### config.mk
export PLATFORM = sky130hd
export DESIGN_NAME = ami_merge
export DESIGN_NICKNAME = d
export VERILOG_FILES = /design/src/design/ami_pkg.sv /design/src/design/ami_merge.sv
export SDC_FILE = /design/constraint.sdc
export NUM_CORES = 1
export LEC_CHECK = 0
export BUFFER_PORTS_ARGS = -buffer_cell sky130_fd_sc_hd__buf_2
export CAP_MARGIN = 20
export CORE_MARGIN = 2
export CORE_UTILIZATION = 54
export DETAILED_ROUTE_END_ITERATION = 12
export PLACE_DENSITY = 0.79
export SYNTH_ARGS = -nofsm -noshare
export SYNTH_HDL_FRONTEND = slang
export SYNTH_SLANG_ARGS = --single-unit
### constraint.sdc
create_clock -name clk -period 13.5 [get_ports clk]
set_input_delay 2.025 -clock clk [delete_from_list [all_inputs] [get_ports clk]]
set_output_delay 2.025 -clock clk [all_outputs]
set_load 0.01 [all_outputs]
### src/design/ami_pkg.sv
// Shared types and constants for the affine matrix inverse block.
// Used by every module of the block; it depends on nothing.
package ami_pkg;

  localparam int ROW_W = 2;

  localparam logic [ROW_W-1:0] ROW_FIRST    = 2'd0;
  localparam logic [ROW_W-1:0] ROW_LIN_LAST = 2'd2;
  localparam logic [ROW_W-1:0] ROW_TRANS    = 2'd3;

  // Control that travels with one row through the lanes.
  typedef struct packed {
    logic             valid;
    logic [ROW_W-1:0] row;
    logic             sing;
  } ctl_t;

  // Cofactor k of the adjugate is m[r1][c1]*m[r2][c2] - m[r1][c2]*m[r2][c1],
  // listed as {r1, c1, r2, c2} in row-major order of the adjugate.
  localparam logic [1:0] ADJ_IDX [9][4] = '{
    '{2'd1, 2'd1, 2'd2, 2'd2}, '{2'd0, 2'd2, 2'd2, 2'd1}, '{2'd0, 2'd1, 2'd1, 2'd2},
    '{2'd1, 2'd2, 2'd2, 2'd0}, '{2'd0, 2'd0, 2'd2, 2'd2}, '{2'd0, 2'd2, 2'd1, 2'd0},
    '{2'd1, 2'd0, 2'd2, 2'd1}, '{2'd0, 2'd1, 2'd2, 2'd0}, '{2'd0, 2'd0, 2'd1, 2'd1}
  };

endpackage

### src/design/ami_merge.sv
// Merging stage: lines up the linear rows and the translation row of the lanes
// into one output register. Depends on ami_pkg.
module ami_merge #(
  parameter int W = 32
) (
  input  logic             clk,
  input  logic             rst_n,
  input  ami_pkg::ctl_t    lin_ctl,
  input  logic [3*W-1:0]   lin_row,
  input  logic             tr_valid,
  input  logic             tr_sing,
  input  logic [3*W-1:0]   tr_row,
  input  logic             out_ready,
  output logic             adv,
  output logic             out_valid,
  output ami_pkg::ctl_t    out_ctl,
  output logic [3*W-1:0]   out_row
);

  localparam int DLY = 3;

  ami_pkg::ctl_t  d_ctl_r [DLY];
  logic [3*W-1:0] d_row_r [DLY];
  ami_pkg::ctl_t  o_ctl_r;
  logic [3*W-1:0] o_row_r;

  assign adv = !o_ctl_r.valid || out_ready;

  always_ff @(posedge clk) begin
    if (!rst_n) begin
      for (int i = 0; i < DLY; i++) begin
        d_ctl_r[i].valid <= 1'b0;
      end
      o_ctl_r.valid <= 1'b0;
    end else if (adv) begin
      d_ctl_r[0].valid <= lin_ctl.valid;
      for (int i = 1; i < DLY; i++) begin
        d_ctl_r[i].valid <= d_ctl_r[i-1].valid;
      end
      o_ctl_r.valid <= d_ctl_r[DLY-1].valid || tr_valid;
    end
  end

  // The linear rows wait until the translation row of the same matrix is
  // close behind, so the two sources never hit the output in one cycle.
  always_ff @(posedge clk) begin
    if (adv) begin
      d_ctl_r[0].row  <= lin_ctl.row;
      d_ctl_r[0].sing <= lin_ctl.sing;
      d_row_r[0]      <= lin_row;
      for (int i = 1; i < DLY; i++) begin
        d_ctl_r[i].row  <= d_ctl_r[i-1].row;
        d_ctl_r[i].sing <= d_ctl_r[i-1].sing;
        d_row_r[i]      <= d_row_r[i-1];
      end
      if (tr_valid) begin
        o_ctl_r.row  <= ami_pkg::ROW_TRANS;
        o_ctl_r.sing <= tr_sing;
        o_row_r      <= tr_row;
      end else begin
        o_ctl_r.row  <= d_ctl_r[DLY-1].row;
        o_ctl_r.sing <= d_ctl_r[DLY-1].sing;
        o_row_r      <= d_row_r[DLY-1];
      end
    end
  end

  assign out_valid = o_ctl_r.valid;
  assign out_ctl   = o_ctl_r;
  assign out_row   = o_row_r;

endmodule

## After elaboration in Yosys (flattened, before gate mapping)

Memories as Yosys holds them, arrays and structs flattened.
Cells that the tools add are included.

| storage, ports and cells | value |
|---|---|
| RAM bits | 300 |
| input bits | 201 |
| bits in registers | 100 |
| output and inout port bits | 102 |
| memories kept | 2 |
| word-level logic and storage cells | 22 |

| cells by class | value |
|---|---|
| bitwise operators | 3 |
| mux-type cells | 10 |
| reductions and logical operators | 3 |

Memories:

| name | depth | width | read ports | clocked after Yosys merged registers in | write ports | RTL line | RTL |
|---|---|---|---|---|---|---|---|
| d_row_r | 3 | 96 | 3 | 0 | 3 | ami_merge.sv:23 | `logic [3*W-1:0] d_row_r [DLY];` |
| d_ctl_r | 3 | 4 | 3 | 0 | 3 | ami_merge.sv:22 | `ami_pkg::ctl_t d_ctl_r [DLY];` |

Operator list:

| kind | number |
|---|---|
| 96-bit two-way mux | 1 |
| 1-bit two-way mux | 9 |
| 1-bit OR | 3 |
| 1-bit logical OR | 2 |
| 1-bit zero test | 1 |

## Longest topological paths before layout

| depth | value |
|---|---|
| depth after elaboration | 6 |
| mapped depth | 3 |
| gate-level depth less buffers | 3 |

## Worst setup path before layout

No wires, ideal clock.

| timing path | value |
|---|---|
| path type | input -> output |
| start | input port out_ready |
| end | output port adv |
| buffers on the path | 0 |
| arrival time | 9.812 ns |
| path slack | 1.663 ns |
| stages | 2 |
| required time | 11.475 ns |
| path through | nor2b_1 inv_1 |

| on the way | value |
|---|---|
| cells in the longest elaborated chain, start to end | 1 |

RTL lines:

| item | RTL line | RTL |
|---|---|---|
| from (decl) | ami_merge.sv:13 | `input logic out_ready,` |
| 1-bit logical OR | ami_merge.sv:27 | `assign adv = !o_ctl_r.valid \|\| out_ready;` |
| to (decl) | ami_merge.sv:14 | `output logic adv,` |

No other way between the ends.

## Worst setup path after layout

Ends and elaborated chain as after synthesis.

==> metrics <==
area grow syn2layout=21.6%; fillers=1702; DR pass1 iterations=4; Setup CP Type=primary input to primary output; Synth cell types=12; antenna violations before repair=12; CTS max path bufs=3; Hold Fails Final Rpt=0; die area=roughly 0.027 mm²; RePlAce Congestion=roughly 0.73; most frequent cell after synthesis=edfxtp_1; Total Routing Usage GR=15.3%; setup tns final=0 ns; top-area cell type share of the netlist area=approximately 87%; Arr. time, crit path=around 3.3 ns; starting density of the core=between 50% and 60%; antenna-violating nets left=0; GRT overflow=0; synth top area cells=edfxtp_1 87%, mux2_4 11%, buf_12 1.5%; Worst VDD drop=roughly 0.12 mV; Final Max Slew Viols=0; f_max=roughly 190 MHz; leading area contributor after synthesis=edfxtp_1; CP Capture Type=primary output; vias in the first global route=approximately 5700; DRC errors left=0; initial drt markers=roughly 550; Die Y=roughly 160 µm; CTS tree=done; Worst EP required=11.48 ns; Most used DFF post-synth=edfxtp_1; final worst-path cycle share=roughly 39%; count of warnings emitted by yosys=0; Worst setup SP type=primary input; Post-CTS Hold Buffers=0; DP HPWL=approximately 14000 µm; Hold WC Path Type=register to register; Yosys reg bits=400; Leak=6.76 nW; Post-synth EDFFs=approximately 400; clock buffer count from CTS=39; setup repair bufs after CTS=0; PortBufs=302; post-synthesis sequential area ratio=between 80 and 90%; fin nets=approximately 1100; Clock Skew=between 0.01 and 0.015 ns; Max-Cap Viols=0; async set-reset flop share out of synthesis=0%; max_slew headroom=between 30% and 40%; core box area=roughly 0.025 mm²; synthesized area per cell=around 27 µm²; via count=slightly below 6000; WL final=between 20000 and 25000 µm; Power Total=about 2.7 mW; status=finished clean; CTS clk-pin slew, worst paths=approximately 0.06 ns; routed len/inst=~17 µm; Worst-Margin Slew=1.02 ns; Post-Syn Area=~0.014 mm²; Die Wd=163 µm; share of layout cells above drive strength 1=a little over half; first-pass GRT wire length=30500 µm; number of placement rows=58; number of gates resized after CTS=0; worst skew pair latency=slightly above 0.5 ns; Post-Synthesis Cells=about 520; CTS Sinks=400; Via density=4.78; Tmin final=5.29 ns; pin count of the biggest net entering global routing=~200; crit-path max FO=between 100 and 150; # setup viols final=0; pwr/cell area=~160 mW/mm²; commonest cells in the netlist=399 x edfxtp_1, 97 x mux2_4, 10 x buf_12; CTS root buf=clkbuf_16; final core utilization=approximately 66%; I/O pins=just over 300; RSZ-0062 raised after global routing=no; syn_nets=719; H-tree depth reported by CTS=2
critical path, stage by stage:
cell     delay [ns]
buf_2          0.10
nor2b_1        0.42
inv_8          0.37
buf_2          0.28
per-stage QoR:
step           instance area (µm²)  hold WS (ns)  worst slack (ns)  std cells
3_3_place_gp                 15500         0.400              8.32       1141
6_report                     16700         0.410              8.21       1221
5_1_grt                      16700         0.418              8.13       1219
2_1_floorplan                13700         0.400              1.66        518
3_5_place_dp                 15500         0.405              8.28       1141
4_1_cts                      16700         0.414              8.21       1213
report_power, final:
group          switching [mW]  internal [mW]  total (mW)
Clock                   0.426          0.574        1.00
Combinational          0.0819         0.0876       0.170
Sequential             0.0297           1.51        1.54
placed cells by master (no fill, tap or decap), types with 2 or more instances in the layout:
cell	instances
buf_4	2
edfxtp_1	399
clkinv_1	7
inv_6	3
clkinvlp_4	2
diode_2	8
clkbuf_1	8
clkbuf_16	39
clkinv_2	10
or2_2	2
and3_1	3
buf_2	301
bufinv_16	2
mux2_4	97
sequential cells by signal (all words and copies together) (netlist names):
name       cells
d_ctl_r       12
d_row_r      288
out_ctl        3
out_row       96
out_valid      1
layout make-up:
type	instances	area [µm²]	area share, %
antenna	8	20.0	0.120
sequential	400	12000	71.9
timing repair buffer	305	1550	9.30
clock buffer	47	1010	6.02
multi-input combinational	105	1510	9.02
clock inverter	25	186	1.12
inverter	1	11.3	0.0674
tap	330	413	2.47
per-layer routing:
layer / GRT usage, % / vias to the layer above / wire length (µm)
met1: 19.4 / 2781 / 8350
li1: - / 2778 / -
met5: 0 / - / 36
met2: 24.4 / 227 / 10500
met3: 5.31 / 39 / 2020
met4: 6.46 / 6 / 446
final timing paths:
path | start | end | slack [ns] | cells past startpoint
setup / recovery | out_ready | adv | 8.21 | 4
hold / removal | d_row_r[0][99]$_DFFE_PP_ | d_row_r[0][195]$_DFFE_PP_ | 0.41 | 0
setup reg to reg | out_valid$_SDFFE_PN0P_ | out_row[74]$_DFFE_PP_ | 11.03 | 3
hold reg to reg | d_row_r[0][99]$_DFFE_PP_ | d_row_r[0][195]$_DFFE_PP_ | 0.41 | 0
kinds of logic (layout without fill, tap and decap cells):
logic type / Yosys count / in the layout / synth area share, %
buffers and inverters: 13 / 378 / 1.62
other: 0 / 8 / 0
muxes: 97 / 97 / 10.6
AOI/OAI and AO/OA: 1 / 1 / 0.0638
DFF: 400 / 400 / 87.4
and+or+nand+nor: 7 / 7 / 0.301
(Power assumes the default switching activity.)
